--- src/hw/rtl/zsds_pkg.sv ---
// Shared types and constants for the zone sensor decoder and speedometer.
// No dependencies.
`timescale 1ns / 1ps
`default_nettype none

package zsds_pkg;

   // Delay line length in samples (range 2..64)
   localparam int WINDOW_DEPTH = 8;
   localparam int CHAIN_CELLS  = WINDOW_DEPTH - 1;

   localparam int GAIN_W      = 24;
   localparam int CSR_INDEX_W = 4;

   // Register indexes of the configuration port
   localparam logic [CSR_INDEX_W-1:0] CSR_FRONT_GAIN = 4'd0;
   localparam logic [CSR_INDEX_W-1:0] CSR_BACK_GAIN  = 4'd1;

   // Step direction codes
   localparam logic [1:0] DIR_NONE = 2'd0;
   localparam logic [1:0] DIR_FWD  = 2'd1;
   localparam logic [1:0] DIR_BACK = 2'd2;

   // Zone windows, open bounds made inclusive
   localparam logic [9:0] ZONE0_MIN = 10'd951;   // 950..1050
   localparam logic [9:0] ZONE0_MAX = 10'd1023;  // upper bound lies past full scale
   localparam logic [9:0] ZONE1_MIN = 10'd501;   // 500..575
   localparam logic [9:0] ZONE1_MAX = 10'd574;
   localparam logic [9:0] ZONE2_MIN = 10'd301;   // 300..400
   localparam logic [9:0] ZONE2_MAX = 10'd399;
   localparam logic [9:0] ZONE3_MIN = 10'd701;   // 700..850
   localparam logic [9:0] ZONE3_MAX = 10'd849;

   typedef struct packed {
      logic        [9:0]  raw_sensor;
      logic signed [31:0] motor_degrees;
   } req_type;

   typedef struct packed {
      logic signed [31:0] tick_count;
      logic        [1:0]  step_dir;
      logic               bad_reading;
      logic signed [31:0] front_speed;
      logic signed [31:0] back_speed;
   } rsp_type;

   // Tracker results for the current sample
   typedef struct packed {
      logic signed [31:0] tick_count;
      logic        [1:0]  step_dir;
      logic               bad_reading;
   } trk_type;

   // One delay line entry: tick total and negated motor count
   typedef struct packed {
      logic [31:0] front;
      logic [31:0] back;
   } hist_type;

endpackage

`default_nettype wire

--- src/hw/rtl/zsds_tracker.sv ---
// Zone classification and tick counting state.
// Depends on zsds_pkg.
`timescale 1ns / 1ps
`default_nettype none

module zsds_tracker (
   input  wire logic        clock,
   input  wire logic        reset,
   input  wire logic        step_en,
   input  wire logic [9:0]  raw_sensor,
   output zsds_pkg::trk_type trk
);

   logic [1:0]  last_zone_ff, last_zone_in;
   logic [1:0]  second_zone_ff, second_zone_in;
   logic [31:0] tick_ff, tick_in;
   logic [1:0]  zone;
   logic        bad;
   logic [1:0]  dir;

   // Sort reading into a zone; out-of-window holds the previous zone
   always_comb begin
      bad  = 1'b0;
      zone = last_zone_ff;
      if (raw_sensor inside {[zsds_pkg::ZONE0_MIN:zsds_pkg::ZONE0_MAX]}) begin
         zone = 2'd0;
      end else if (raw_sensor inside {[zsds_pkg::ZONE1_MIN:zsds_pkg::ZONE1_MAX]}) begin
         zone = 2'd1;
      end else if (raw_sensor inside {[zsds_pkg::ZONE2_MIN:zsds_pkg::ZONE2_MAX]}) begin
         zone = 2'd2;
      end else if (raw_sensor inside {[zsds_pkg::ZONE3_MIN:zsds_pkg::ZONE3_MAX]}) begin
         zone = 2'd3;
      end else begin
         bad = 1'b1;
      end
   end

   // Count only when three zones step the same way
   always_comb begin
      tick_in        = tick_ff;
      second_zone_in = second_zone_ff;
      dir            = zsds_pkg::DIR_NONE;
      if (2'(zone + 2'd2) == second_zone_ff) begin
         if (2'(zone + 2'd1) == last_zone_ff) begin
            tick_in        = tick_ff + 32'd1;
            second_zone_in = last_zone_ff;
            dir            = zsds_pkg::DIR_FWD;
         end else if (2'(zone + 2'd3) == last_zone_ff) begin
            tick_in        = tick_ff - 32'd1;
            second_zone_in = last_zone_ff;
            dir            = zsds_pkg::DIR_BACK;
         end
      end
      last_zone_in = zone;
   end

   always_ff @(posedge clock) begin
      if (reset) begin
         last_zone_ff   <= '0;
         second_zone_ff <= '0;
         tick_ff        <= '0;
      end else if (step_en) begin
         last_zone_ff   <= last_zone_in;
         second_zone_ff <= second_zone_in;
         tick_ff        <= tick_in;
      end
   end

   assign trk.tick_count  = $signed(tick_in);
   assign trk.step_dir    = dir;
   assign trk.bad_reading = bad;

endmodule

`default_nettype wire

--- config.mk ---
export PLATFORM = sky130hd
export DESIGN_NAME = zsds_tracker
export DESIGN_NICKNAME = d
export VERILOG_FILES = /design/src/hw/rtl/zsds_pkg.sv /design/src/hw/rtl/zsds_tracker.sv
export SDC_FILE = /design/constraint.sdc
export NUM_CORES = 1
export LEC_CHECK = 0
export BUFFER_PORTS_ARGS = -buffer_cell sky130_fd_sc_hd__buf_2
export CAP_MARGIN = 20
export CORE_MARGIN = 5
export CORE_UTILIZATION = 45
export CTS_CLUSTER_SIZE = 28
export DETAILED_ROUTE_END_ITERATION = 6
export GPL_TIMING_DRIVEN = 0
export HOLD_SLACK_MARGIN = 0.1
export PLACE_DENSITY = 0.7
export SYNTH_ARGS = -nofsm -noshare
export SYNTH_HDL_FRONTEND = slang
export SYNTH_SLANG_ARGS = --single-unit
--- constraint.sdc ---
create_clock -name clock -period 5.45 [get_ports clock]
set_input_delay 1.09 -clock clock [delete_from_list [all_inputs] [get_ports clock]]
set_output_delay 1.09 -clock clock [all_outputs]
set_load 0.005 [all_outputs]
==> impl_metrics.ini <==
[worst_setup_path]
critPathLaunchType = input port
startpoint = raw_sensor[1]
worstSetupPathType = input port to output port
crit_top_cell = buf_2
critical_path_required_ns = 4.36
worstPathCellList = buf_2, o211a_1, o2111ai_1, and2_1, a21oi_1, nor3_2, buf_2, mux2i_1, nand2_1, xnor2_1, buf_2
crit_family = simple AND/OR/NAND/NOR gates
timing.critical_path.buf_inv = 3
setup.worst_path.end_class = output port
crit_arrival_ns = 4.06
crit_path_max_fanout = 10
crit_slowest_cell = nor3_2
cpPeakStageDelay_ns = 0.63
r2r-start = tick_ff[2]$_SDFFE_PP0P_

[synth]
synth_simple_gate_area_share = 0.348
synthMuxAreaShare = 0.0779
synthFlopType = dfxtp_1
ys_seq_area_frac = 0.215
synth_top_area_cell = dfxtp_1
yosys.area_share.adder = 0.00745
synth_compound_area_frac = 0.208
ys_seq_elements = 36
async_flop_share = 0
synth_cell_type_count = 59
synthesis.area_mm2 = 0.00336
synthXorXnorAreaFrac = 0.0861
syn_avg_cell_area_um2 = 7.24
synth_top_family_by_area = simple AND/OR/NAND/NOR gates
yosysTopAreaCellShare = 0.215
synth_nets = 479
ys_warn_count = 0
synth_edf_count = 0
synth_cells = 464
synthTopCellsByArea = dfxtp_1, nor2_1, xor2_1

[global_route]
grt_remaining_overflow = 0
grt_pass1_vias = 3449
grt_max_degree = 13
grt_pass1_wl_mm = 16.7
grt_usage = 0.230
antenna_found_initial = 0

[placement]
gp_congestion = 0.904
hpwlAfterDp_mm = 7.81
pre_cts_ws_ns = 0.00192
numPortBuffers = 44

[routing]
wire_per_inst_um = 17.1
ant_nets = 0
dr_total_vias = 3769
drc = 0
routed_wirelength_mm = 10.5
first_pass_iters = 5
via_per_inst = 6.14
drt_iter0_markers = 320

[floorplanning]
design.die.area_mm2 = 0.00929
die_w_um = 96.4
core_area_mm2 = 0.00725
initial_core_util = 0.463
die_h_um = 96.4
num_rows = 31
io_pins = 48

[power]
p_leak_nw = 1.66
power_mw = 0.839
ir_drop_uv = 92.3
power_density_mw_per_mm2 = 219

[clock_network]
cts-root-buf = clkbuf_8
cts.clk_slew.worst_paths_ns = 0.08
numCtsBuffers = 5
clk_latency_ns = 0.30
clk_path_buf_depth = 2
cts_max_level = 2
numClockSinks = 36
cts_tree = done

[final_layout]
final_common_cell = nor2_1
final_cell_mix = nor2_1, buf_2, dfxtp_1
drive_gt1_frac = 0.177
antenna_cells = 0
synthToLayoutAreaGrowth_pct = 13.9
nets = 529
post-route-util = 0.528

[sta]
finalSetupViolations = 0
tightest_slew_ns = 1.03
worst_slack_ns = 0.297
grt_setup_unrepaired = no
fmax_mhz = 194
finalSetupTns_ns = 0
slew_headroom = 0.309
finalCriticalPeriod_ns = 5.15
maxSlewViolCount = 0
finClkSkew_ns = 0.00622
period_share = 0.946
finalHoldViolations = 0

[job]
maxCapViolations = 0

[min_path]
hold_path.class = flop to flop
min_from = tick_ff[31]$_SDFFE_PP0P_

[run_status]
status = finished, final reports clean
cells in the mapped netlist, drive strengths merged (10+ instances only):
cell and number:
nor2 53, dfxtp 36, a21oi 31, nand2 26, clkbuf 24, o21ai 22, nand3 20, xor2 20
or3 18, nor3 16, inv 15, mux2 14, xnor2 13, and2 12, and3 12, nor2b 12
or4 12, mux2i 10, nor4 10
worst reg2reg max path, stage by stage, from the launching register on:
cell and delay, ns:
dfxtp_1 0.31, clkbuf_1 0.29, nand3_1 0.26, nor4_1 0.93, nand3_1 0.34, nor4b_1 0.39
a31oi_1 0.11, or3_1 0.37, a21oi_1 0.14
power breakdown:
group	internal (mW)	leakage [nW]	total, mW	switching, mW
clock network	0.136	0.0541	0.248	0.113
logic	0.120	1.32	0.308	0.187
registers	0.271	0.291	0.283	0.0115
area by class of cell:
| cell class | instances | area (um2) |
|---|---|---|
| Buffer | 30 | 143 |
| Sequential cell | 36 | 721 |
| Fill cell | 744 | 3430 |
| Tap cell | 99 | 124 |
| Clock buffer | 5 | 68.8 |
| Multi-Input combinational cell | 382 | 2450 |
| Clock inverter | 3 | 42.5 |
| Timing Repair Buffer | 44 | 220 |
| Inverter | 15 | 56.3 |
logic make-up (layout without fill, tap and decap cells):
kind of cell	after synthesis	after routing
mux	24	24
fa+ha+maj	2	2
compound gates	107	107
simple gates	216	216
buf+inv	46	97
xor+xnor	33	33
flops	36	36
repair_timing:
action / in CTS / in global routing
setup endpoints to repair: 1 / 25
cloned: 0 / 0
hold endpoints to repair: 0 / 0
hold buffers: 0 / 0
buffers inserted: 0 / 0
resized for setup: 1 / 9
path summary, 6_finish.rpt:
path                              end  slack (ns)  depth (start not counted)
min          tick_ff[31]$_SDFFE_PP0P_        0.51                          2
min reg2reg  tick_ff[31]$_SDFFE_PP0P_        0.51                          2
max reg2reg  tick_ff[29]$_SDFFE_PP0P_        2.23                          8
max                           trk[25]        0.30                         11
state kept, by name, indices dropped and copies added, names as in the netlist:
name and flops:
last_zone_ff 2, second_zone_ff 2, tick_ff 32
metrics by stage:
step | std cells | instance area, um2 | hold WS [ns]
after floorplan | 464 | 3360 | 0.464
after global placement | 607 | 3700 | 0.479
after detailed placement | 607 | 3700 | 0.491
after CTS | 615 | 3810 | 0.503
after global routing | 614 | 3830 | 0.545
final | 614 | 3830 | 0.511
per-layer routing:
metal  vias to the layer above  share of wire  global-route usage
met1                      1751           0.44               0.305
met5                         -              0                   0
met2                       187           0.45               0.371
met3                        31          0.080              0.0310
li1                       1800              -                   -
met4                         0          0.027               0.103
Note: power is estimated with default switching activity, not from simulation.
