$ cat src/hw/rtl/zsds_pkg.sv
// Shared types and constants for the zone sensor decoder and speedometer.
// No dependencies.
`timescale 1ns / 1ps
`default_nettype none

package zsds_pkg;

   // Delay line length in samples (range 2..64)
   localparam int WINDOW_DEPTH = 8;
   localparam int CHAIN_CELLS  = WINDOW_DEPTH - 1;

   localparam int GAIN_W      = 24;
   localparam int CSR_INDEX_W = 4;

   // Register indexes of the configuration port
   localparam logic [CSR_INDEX_W-1:0] CSR_FRONT_GAIN = 4'd0;
   localparam logic [CSR_INDEX_W-1:0] CSR_BACK_GAIN  = 4'd1;

   // Step direction codes
   localparam logic [1:0] DIR_NONE = 2'd0;
   localparam logic [1:0] DIR_FWD  = 2'd1;
   localparam logic [1:0] DIR_BACK = 2'd2;

   // Zone windows, open bounds made inclusive
   localparam logic [9:0] ZONE0_MIN = 10'd951;   // 950..1050
   localparam logic [9:0] ZONE0_MAX = 10'd1023;  // upper bound lies past full scale
   localparam logic [9:0] ZONE1_MIN = 10'd501;   // 500..575
   localparam logic [9:0] ZONE1_MAX = 10'd574;
   localparam logic [9:0] ZONE2_MIN = 10'd301;   // 300..400
   localparam logic [9:0] ZONE2_MAX = 10'd399;
   localparam logic [9:0] ZONE3_MIN = 10'd701;   // 700..850
   localparam logic [9:0] ZONE3_MAX = 10'd849;

   typedef struct packed {
      logic        [9:0]  raw_sensor;
      logic signed [31:0] motor_degrees;
   } req_type;

   typedef struct packed {
      logic signed [31:0] tick_count;
      logic        [1:0]  step_dir;
      logic               bad_reading;
      logic signed [31:0] front_speed;
      logic signed [31:0] back_speed;
   } rsp_type;

   // Tracker results for the current sample
   typedef struct packed {
      logic signed [31:0] tick_count;
      logic        [1:0]  step_dir;
      logic               bad_reading;
   } trk_type;

   // One delay line entry: tick total and negated motor count
   typedef struct packed {
      logic [31:0] front;
      logic [31:0] back;
   } hist_type;

endpackage

`default_nettype wire

$ cat src/hw/rtl/zsds_cell.sv
// One cell of the history delay chain; holds a front and a back sample.
// Depends on zsds_pkg.
`timescale 1ns / 1ps
`default_nettype none

module zsds_cell (
   input  wire logic              clock,
   input  wire logic              reset,
   input  wire logic              shift_en,
   input  wire zsds_pkg::hist_type d,
   output zsds_pkg::hist_type      q
);

   zsds_pkg::hist_type hist_ff;

   // History starts at zero; shift by one sample per transaction
   always_ff @(posedge clock) begin
      if (reset) begin
         hist_ff <= '0;
      end else if (shift_en) begin
         hist_ff <= d;
      end
   end

   assign q = hist_ff;

endmodule

`default_nettype wire

$ cat config.mk
export PLATFORM = sky130hd
export DESIGN_NAME = zsds_cell
export DESIGN_NICKNAME = d
export VERILOG_FILES = /design/src/hw/rtl/zsds_pkg.sv /design/src/hw/rtl/zsds_cell.sv
export SDC_FILE = /design/constraint.sdc
export NUM_CORES = 1
export LEC_CHECK = 0
export BUFFER_PORTS_ARGS = -buffer_cell sky130_fd_sc_hd__buf_2
export CAP_MARGIN = 20
export CORE_MARGIN = 5
export CORE_UTILIZATION = 30
export DETAILED_ROUTE_END_ITERATION = 8
export PLACE_DENSITY = 0.68
export RECOVER_POWER = 50
export SLEW_MARGIN = 20
export SYNTH_ARGS = -nofsm -noshare
export SYNTH_HDL_FRONTEND = slang
export SYNTH_SLANG_ARGS = --single-unit
$ cat constraint.sdc
create_clock -name clock -period 0.85 [get_ports clock]
set_input_delay 0.0425 -clock clock [delete_from_list [all_inputs] [get_ports clock]]
set_output_delay 0.0425 -clock clock [all_outputs]
set_load 0.05 [all_outputs]
==> impl_metrics.json, run 1 <==
{
  "status": "finished with violations",
  "violations": "setup timing",
  "r2r-start": "q[36]$_SDFFE_PP0P_",
  "pwr_density_cell_nw_per_um2": 1657,
  "crit_start": "q[4]$_SDFFE_PP0P_",
  "start_util": 0.3125,
  "io_buffers": 130,
  "setup_ws_ns": -0.03932,
  "drcViolationCount": 0,
  "total_leakage_power_uw": 0.002192,
  "drt_first_pass_iters": 4,
  "grt.total_usage": 0.1622,
  "yosysSeqAreaShare": 0.5593,
  "clock_sink_count": 64,
  "synth_nets": 273,
  "yosysWarnings": 0,
  "nFillCells": 536,
  "die_y_um": 97.39,
  "path_class": "reg -> out",
  "placed_area_sq_um": 3122,
  "avgSynthCellArea_sq_um": 11.12,
  "min_from": "shift_en",
  "grt_start_max_net_pins": 34,
  "utilization": 0.6288,
  "end_kind": "output port",
  "grt_pass1_vias": 2473,
  "synth-seq-cells": 64,
  "synth_cell_type_count": 7,
  "critPathBufInv": 1,
  "insertion_delay_ns": 0.32,
  "drtIter0Drc": 49,
  "cts_tree": "done",
  "drt_wl_total_um": 7575,
  "finalPower_uw": 7636,
  "slew_viol_final": 0,
  "cts.clk_slew.worst_paths_ns": 0.08,
  "period_needed_ns": 0.8893,
  "h-tree-depth": 3,
  "cp.arrival_ns": 0.85,
  "netlist_area_sq_um": 2291,
  "yosysTopAreaCellShare": 0.5593,
  "rsz0062_at_grt": "yes",
  "p_clk_frac": 0.290,
  "crit_required_ns": 0.81,
  "ant_nets": 0,
  "synth_area_leader_cell": "dfxtp_1",
  "fin_area_sq_um": 4609,
  "max_stage_delay_ns": 0.36,
  "worstHoldPathType": "in -> reg",
  "num_vias": 2224,
  "fin_tns_setup_ns": -1.104,
  "grt_pass1_wl_um": 12500,
  "rows": 31,
  "p_int_uw": 5263,
  "p_sw_uw": 2374,
  "wl_per_cell_um": 14.77,
  "grt_overflow": 0,
  "hold_viol": 0,
  "maxCapViolations": 0,
  "p_comb_frac": 0.267,
  "vdd_drop_max_uv": 975.6,
  "cts_root_buffer": "clkbuf_8",
  "gp_congestion": 0.7439,
  "synthTopCellsByArea": "dfxtp_1 (56%), mux2i_1 (28%), nor2_1 (10%)",
  "core_area_sq_um": 7331,
  "viasPerCell": 4.335,
  "syn2layout_area_growth_pct": 101.2,
  "switching_share": 0.3109,
  "cpMaxStageDelayCell": "dfxtp_2",
  "clk_path_buf_depth": 2,
  "finClkSkew_ns": 0,
  "cp_cell_sequence": "buf_8",
  "n_antenna_cell": 0,
  "cts_buffers": 9,
  "worst-path-max-fanout": 2,
  "die_x_um": 97.39,
  "syn-instance-count": 206,
  "antenna_found_initial": 0,
  "fmax_ghz": 1.124,
  "seq_power_share": 0.443,
  "cpLargestDelayFamily": "flip-flops",
  "largest_register_ffs": 64,
  "fin_crit_sh": 1.046,
  "nets": 476,
  "dieArea_sq_um": 9484,
  "slew-limit-headroom": 0.8844,
  "worst_slew_pin_slew_ns": 0.1686,
  "critPathLaunchType": "flip-flop",
  "layout-drive-gt1-share": 0.5362,
  "num_io_pins": 131,
  "finalSetupViolCount": 63,
  "hpwl_um": 4033,
  "dp_slack_ns": 0.03674
}
-- power groups by stage --
stage          clock network, uW  logic (uW)  registers (uW)
2_1_floorplan                  0         396            3990
3_3_place_gp                   0        1400            3360
3_5_place_dp                   0        1420            3360
4_1_cts                     2330        1950            3370
5_1_grt                     2460        2150            3410
6_report                    2210        2040            3380
-- worst paths after layout --
check / to / slack, ns / depth (start not counted)
worst min register to register: q[39]$_SDFFE_PP0P_ / 0.51 / 2
worst max-delay path: q[4] / -0.04 / 1
worst max register to register: q[36]$_SDFFE_PP0P_ / 0.08 / 3
worst min-delay path: q[0]$_SDFFE_PP0P_ / 0.07 / 3
-- stage by stage --
step,hold slack [ns],cells
2_1_floorplan,0.1896,206
3_3_place_gp,0.2734,428
3_5_place_dp,0.2844,428
4_1_cts,0.05656,508
5_1_grt,0.05960,513
6_report,0.07006,513
-- routing by layer --
metal	share of wire	wire [um]	vias to the layer above	track usage
met3	0.076	575	12	0.06820
met2	0.54	4104	101	0.3031
met5	0	0	-	0
met1	0.37	2776	1027	0.1593
met4	0.016	119	0	0.05538
li1	-	-	1084	-
-- layout by cell type, fill, tap and decap left out, drive strengths merged --
cell type	n
buf	142
mux2i	64
nor2	64
dlygate4sd3	64
dfxtp	64
clkbuf	9
clkinvlp	4
clkinv	3
-- cells in the mapped netlist --
cell / instances
mux2i_1: 64
clkbuf_2: 1
nor2_1: 64
buf_1: 6
buf_8: 6
buf_6: 1
dfxtp_1: 64
-- worst register-to-register path, cell delays in order, from the launching register on --
cell and delay, ns:
dfxtp_2 0.33, buf_4 0.13, mux2i_1 0.15, nor2_1 0.06
-- kinds of logic (layout without fill, tap and decap cells) --
group / count (synthesis) / in the layout / share of synthesized area
simple gates: 64 / 64 / 0.1049
mux: 64 / 64 / 0.2796
buf+inv: 14 / 222 / 0.05625
flops: 64 / 64 / 0.5593
-- timing repair --
item	CTS	global route
hold buffers	64	0
gates resized for setup	173	18
setup buffers	0	5
setup endpoints to repair	64	64
hold endpoints to repair	64	0
-- area by class of cell --
type                            count  area [sq um]  share of cell area
Tap cell                           99         123.9             0.02687
Sequential cell                    64          1361              0.2953
Timing Repair Buffer              206          2071              0.4492
Multi-Input combinational cell    128         880.8              0.1911
Clock inverter                      7         48.80             0.01059
Clock buffer                        9         123.9             0.02687
Power figures use the tool's default switching activity.
==> run 2, diff against run 1 <==
--- a/config.mk
+++ b/config.mk
@@ -5,7 +5,7 @@
 export SDC_FILE = /design/constraint.sdc
 export NUM_CORES = 1
 export LEC_CHECK = 0
-export BUFFER_PORTS_ARGS = -buffer_cell sky130_fd_sc_hd__buf_2
+export BUFFER_PORTS_ARGS = -buffer_cell sky130_fd_sc_hd__buf_4
 export CAP_MARGIN = 20
 export CORE_MARGIN = 5
 export CORE_UTILIZATION = 30
==> run 2 against run 1 <==
Effect of this change: highest routed layer unchanged; core utilization increased by 2.7 points; power rose by 14%; global-route usage shrank 1.1 points; the run still ends with setup timing left.
==> impl_metrics.json, run 2 (same netlist as run 1, synthesis figures left out) <==
{
  "layout-drive-gt1-share": 0.5294,
  "num_vias": 2178,
  "gp_congestion": 0.6773,
  "critPathLaunchType": "flip-flop",
  "cp.arrival_ns": 0.83,
  "clk_path_buf_depth": 2,
  "start_util": 0.3125,
  "hpwl_um": 4195,
  "worstHoldPathType": "in -> reg",
  "n_antenna_cell": 0,
  "drt_first_pass_iters": 4,
  "wl_met3_um": 516,
  "dp_slack_ns": 0.02632,
  "pwr_density_cell_nw_per_um2": 1810,
  "top_layer_used": "met4",
  "fmax_ghz": 1.148,
  "seq_area_sq_um": 1361,
  "critPathBufInv": 1,
  "cpMaxStageDelayCell": "dfxtp_2",
  "finalPower_uw": 8702,
  "grt_start_max_net_pins": 34,
  "vdd_drop_max_uv": 1121,
  "hold_viol": 0,
  "slew_viol_final": 0,
  "slew-limit-headroom": 0.8428,
  "num_io_pins": 131,
  "maxCapViolations": 0,
  "viasPerCell": 4.296,
  "h-tree-depth": 3,
  "drt_wl_total_um": 7145,
  "finalSetupViolCount": 55,
  "worst-path-max-fanout": 2,
  "max_stage_delay_ns": 0.35,
  "violations": "setup timing",
  "core_area_sq_um": 7331,
  "largest_register_ffs": 64,
  "dieArea_sq_um": 9484,
  "grt_overflow": 0,
  "finClkSkew_ns": 0,
  "cts_buffers": 9,
  "fin_crit_sh": 1.025,
  "wl_per_cell_um": 14.09,
  "grt_pass1_wl_um": 11740,
  "die_x_um": 97.39,
  "drtIter0Drc": 38,
  "grt.total_usage": 0.1515,
  "rows": 31,
  "setup_ws_ns": -0.02090,
  "status": "finished with violations",
  "cts_root_buffer": "clkbuf_8",
  "nets": 470,
  "wl_met1_um": 2812,
  "grt_pass1_vias": 2363,
  "multi_input_area_sq_um": 880.8,
  "met2RoutedLength_um": 3676,
  "crit_required_ns": 0.81,
  "drcViolationCount": 0,
  "ant_nets": 0,
  "cp_cell_sequence": "buf_8",
  "end_kind": "output port",
  "nFillCells": 535,
  "total_leakage_power_uw": 0.002261,
  "insertion_delay_ns": 0.32,
  "cts_tree": "done",
  "utilization": 0.6559,
  "rsz0062_at_grt": "yes",
  "antenna_found_initial": 0,
  "io_buffers": 130,
  "worst_slew_pin_slew_ns": 0.2358,
  "cpLargestDelayFamily": "flip-flops",
  "fin_tns_setup_ns": -0.4140,
  "die_y_um": 97.39,
  "layout_common_cells": "mux2i_1 (64), nor2_1 (64), dlygate4sd3_1 (64), dfxtp_2 (64), buf_8 (63)",
  "path_class": "reg -> out",
  "cts.clk_slew.worst_paths_ns": 0.07,
  "syn2layout_area_growth_pct": 109.9,
  "period_needed_ns": 0.8709,
  "clock_sink_count": 64
}
[run 2: cell types whose count changed in the layout (fill, tap and decap cells not counted), sizes merged]
cell / change
clkinvlp: -3
clkbuf: +34
bufinv: +3
buf: -38
clkinv: -2
[run 2: worst register-to-register path, delay by kind of cell, from the launching register on]
family        cells  cell delay [ns]
simple gates      1             0.06
flops             1             0.33
mux               1             0.15
buf+inv           1             0.13
[run 2: worst paths after layout]
path,start,endpoint,slack (ns),cells after the start
setup reg to reg,q[16]$_SDFFE_PP0P_,q[16]$_SDFFE_PP0P_,0.08,3
hold / removal,reset,q[52]$_SDFFE_PP0P_,0.11,3
hold reg to reg,q[45]$_SDFFE_PP0P_,q[45]$_SDFFE_PP0P_,0.50,2
setup / recovery,q[24]$_SDFFE_PP0P_,q[24],-0.02,1
[run 2: final cells by class]
| cell class | count | share of cell area |
|---|---|---|
| Timing Repair Buffer | 200 | 0.4551 |
| Multi-Input combinational cell | 128 | 0.1832 |
| Clock buffer | 11 | 0.03149 |
| Clock inverter | 5 | 0.02134 |
| Tap cell | 99 | 0.02576 |
| Sequential cell | 64 | 0.2831 |
[run 2: repair_timing]
item                                    CTS  global route
endpoints found under the hold margin    64             0
endpoints found under the setup margin   64            64
buffers inserted                          0             2
resized for setup                       114            13
hold buffers                             64             0
[run 2: layer usage]
metal / track usage / vias up
met2: 0.2630 / 92
li1: - / 1071
met5: 0 / -
met3: 0.05958 / 14
met4: 0.05857 / 0
met1: 0.1653 / 1001
[run 2: where the power goes]
part           internal [uW]  total (uW)  switching, uW
Clock                   2100        3240           1130
Combinational           1050        2090           1030
Sequential              3220        3380            161
Total                   6380        8700           2330
[run 2: through the flow]
stage	std cells	cell area, sq um	hold WS [ns]
finish	507	4808	0.1097
global route	507	4808	0.1084
CTS	505	4745	0.08871
detailed placement	425	3422	0.2849
global placement	425	3422	0.2728
floorplan	206	2371	0.1896
==> run 3, diff against run 2 <==
--- a/config.mk
+++ b/config.mk
@@ -9,6 +9,7 @@
 export CAP_MARGIN = 20
 export CORE_MARGIN = 5
 export CORE_UTILIZATION = 30
+export CTS_BUF_LIST = sky130_fd_sc_hd__clkbuf_4
 export DETAILED_ROUTE_END_ITERATION = 8
 export PLACE_DENSITY = 0.68
 export RECOVER_POWER = 50
==> run 3 against run 2 <==
Effect of this change: the flow still finishes with violations (setup timing); hold slack worse by 0.064 ns; highest routed layer unchanged; final area is 1.7% lower; setup slack worse by 0.075 ns; die area stayed put; register-to-register slack hardly changed; flip-flop and latch count stayed put; final cell count stayed put; routed wire length is 0.38% higher; sequential share of layout area is 0.40 points higher; via count is 0.14% lower; clock power is 22% lower.
==> impl_metrics.json, run 3 (same netlist as run 1, synthesis figures left out) <==
{
  "maxCapViolations": 0,
  "die_y_um": 97.39,
  "critPathBufInv": 1,
  "fmax_ghz": 1.057,
  "max_stage_delay_ns": 0.37,
  "drt_wl_total_um": 7172,
  "grt_pass1_wl_um": 11670,
  "clock_sink_count": 64,
  "largest_register_ffs": 64,
  "num_vias": 2175,
  "insertion_delay_ns": 0.37,
  "end_kind": "output port",
  "nets": 470,
  "layout_commonest_cell": "buf_4",
  "h-tree-depth": 3,
  "fin_crit_sh": 1.113,
  "gp_congestion": 0.6773,
  "cpMaxStageDelayCell": "dfxtp_2",
  "cp.arrival_ns": 0.90,
  "layout-drive-gt1-share": 0.5172,
  "rows": 31,
  "critPathLaunchType": "flip-flop",
  "worstHoldPathType": "in -> reg",
  "total_leakage_power_uw": 0.002232,
  "grt.total_usage": 0.1504,
  "grt_start_max_net_pins": 34,
  "core_area_sq_um": 7331,
  "drtIter0Drc": 46,
  "fin_tns_setup_ns": -4.784,
  "layout_common_cells": "buf_4 (68), mux2i_1 (64), nor2_1 (64), dlygate4sd3_1 (64), buf_8 (63)",
  "drcViolationCount": 0,
  "drt_first_pass_iters": 4,
  "stdcell_count": 507,
  "cts_tree": "done",
  "cpLargestDelayFamily": "flip-flops",
  "worst_slew_pin_slew_ns": 0.2382,
  "ant_nets": 0,
  "io_buffers": 130,
  "syn2layout_area_growth_pct": 106.4,
  "cp_cell_sequence": "buf_8",
  "finalPower_uw": 8012,
  "rsz0062_at_grt": "yes",
  "pwr_density_cell_nw_per_um2": 1695,
  "hold_viol": 0,
  "path_class": "reg -> out",
  "slew-limit-headroom": 0.8412,
  "setup_ws_ns": -0.09570,
  "period_needed_ns": 0.9457,
  "finClkSkew_ns": 0,
  "dp_cells": 425,
  "cts.clk_slew.worst_paths_ns": 0.12,
  "slew_viol_final": 0,
  "antenna_found_initial": 0,
  "crit_required_ns": 0.81,
  "worst-path-max-fanout": 2,
  "cts_buffers": 9,
  "whs_ns": 0.04553,
  "viasPerCell": 4.290,
  "n_antenna_cell": 0,
  "wl_per_cell_um": 14.15,
  "hpwl_um": 4195,
  "status": "finished with violations",
  "violations": "setup timing",
  "num_io_pins": 131,
  "finalSetupViolCount": 64,
  "vdd_drop_max_uv": 1062,
  "grt_pass1_vias": 2358,
  "start_util": 0.3125,
  "cts_root_buffer": "clkbuf_4",
  "die_x_um": 97.39,
  "grt_overflow": 0,
  "dieArea_sq_um": 9484,
  "clk_path_buf_depth": 2
}
## run 3: power by group
part | switching (uW) | internal, uW | total (uW)
clock network | 1070 | 1470 | 2540
logic | 1040 | 1060 | 2100
registers | 161 | 3210 | 3380
total | 2270 | 5740 | 8010
## run 3: worst reg2reg max path: stages (launching register included)
cell and delay [ns]:
dfxtp_2 0.35, buf_4 0.13, mux2i_1 0.14, nor2_1 0.06
## run 3: area by class of cell
class                   instances  area (sq um)
flip-flops and latches         64          1358
fillers                       545          2603
well taps                      99         123.9
multi-input cells             128         880.8
clock inverters                 7         110.1
clock buffers                   9         67.56
repair buffers                200          2188
## run 3: worst paths after layout
check / cells past startpoint / slack, ns / end / start
max: 1 / -0.1 / q[10] / q[10]$_SDFFE_PP0P_
max reg2reg: 3 / 0.08 / q[21]$_SDFFE_PP0P_ / q[21]$_SDFFE_PP0P_
min: 3 / 0.05 / q[10]$_SDFFE_PP0P_ / reset
min reg2reg: 2 / 0.51 / q[45]$_SDFFE_PP0P_ / q[45]$_SDFFE_PP0P_
## run 3: timing repair
item | 4_1_cts | 5_1_grt
setup endpoints to repair | 64 | 64
endpoints found under the hold margin | 64 | 0
pin swaps | 0 | 0
cloned | 0 | 0
buffers inserted | 0 | 2
hold buffers | 64 | 0
resized for setup | 113 | 14
## run 3: per-layer routing
| metal | GRT usage | part of all wire |
|---|---|---|
| met1 | 0.1673 | 0.39 |
| met4 | 0.06177 | 0.022 |
| met5 | 0 | 0 |
| met2 | 0.2583 | 0.51 |
| met3 | 0.05528 | 0.073 |
## run 3: stage by stage
step           cell area (sq um)  worst slack, ns  utilization
2_1_floorplan               2371           0.1336            -
3_3_place_gp                3422          0.05210       0.4668
3_5_place_dp                3422          0.02632       0.4668
4_1_cts                     4664          -0.1356       0.6363
5_1_grt                     4728          -0.1564       0.6450
6_report                    4728         -0.09570       0.6450
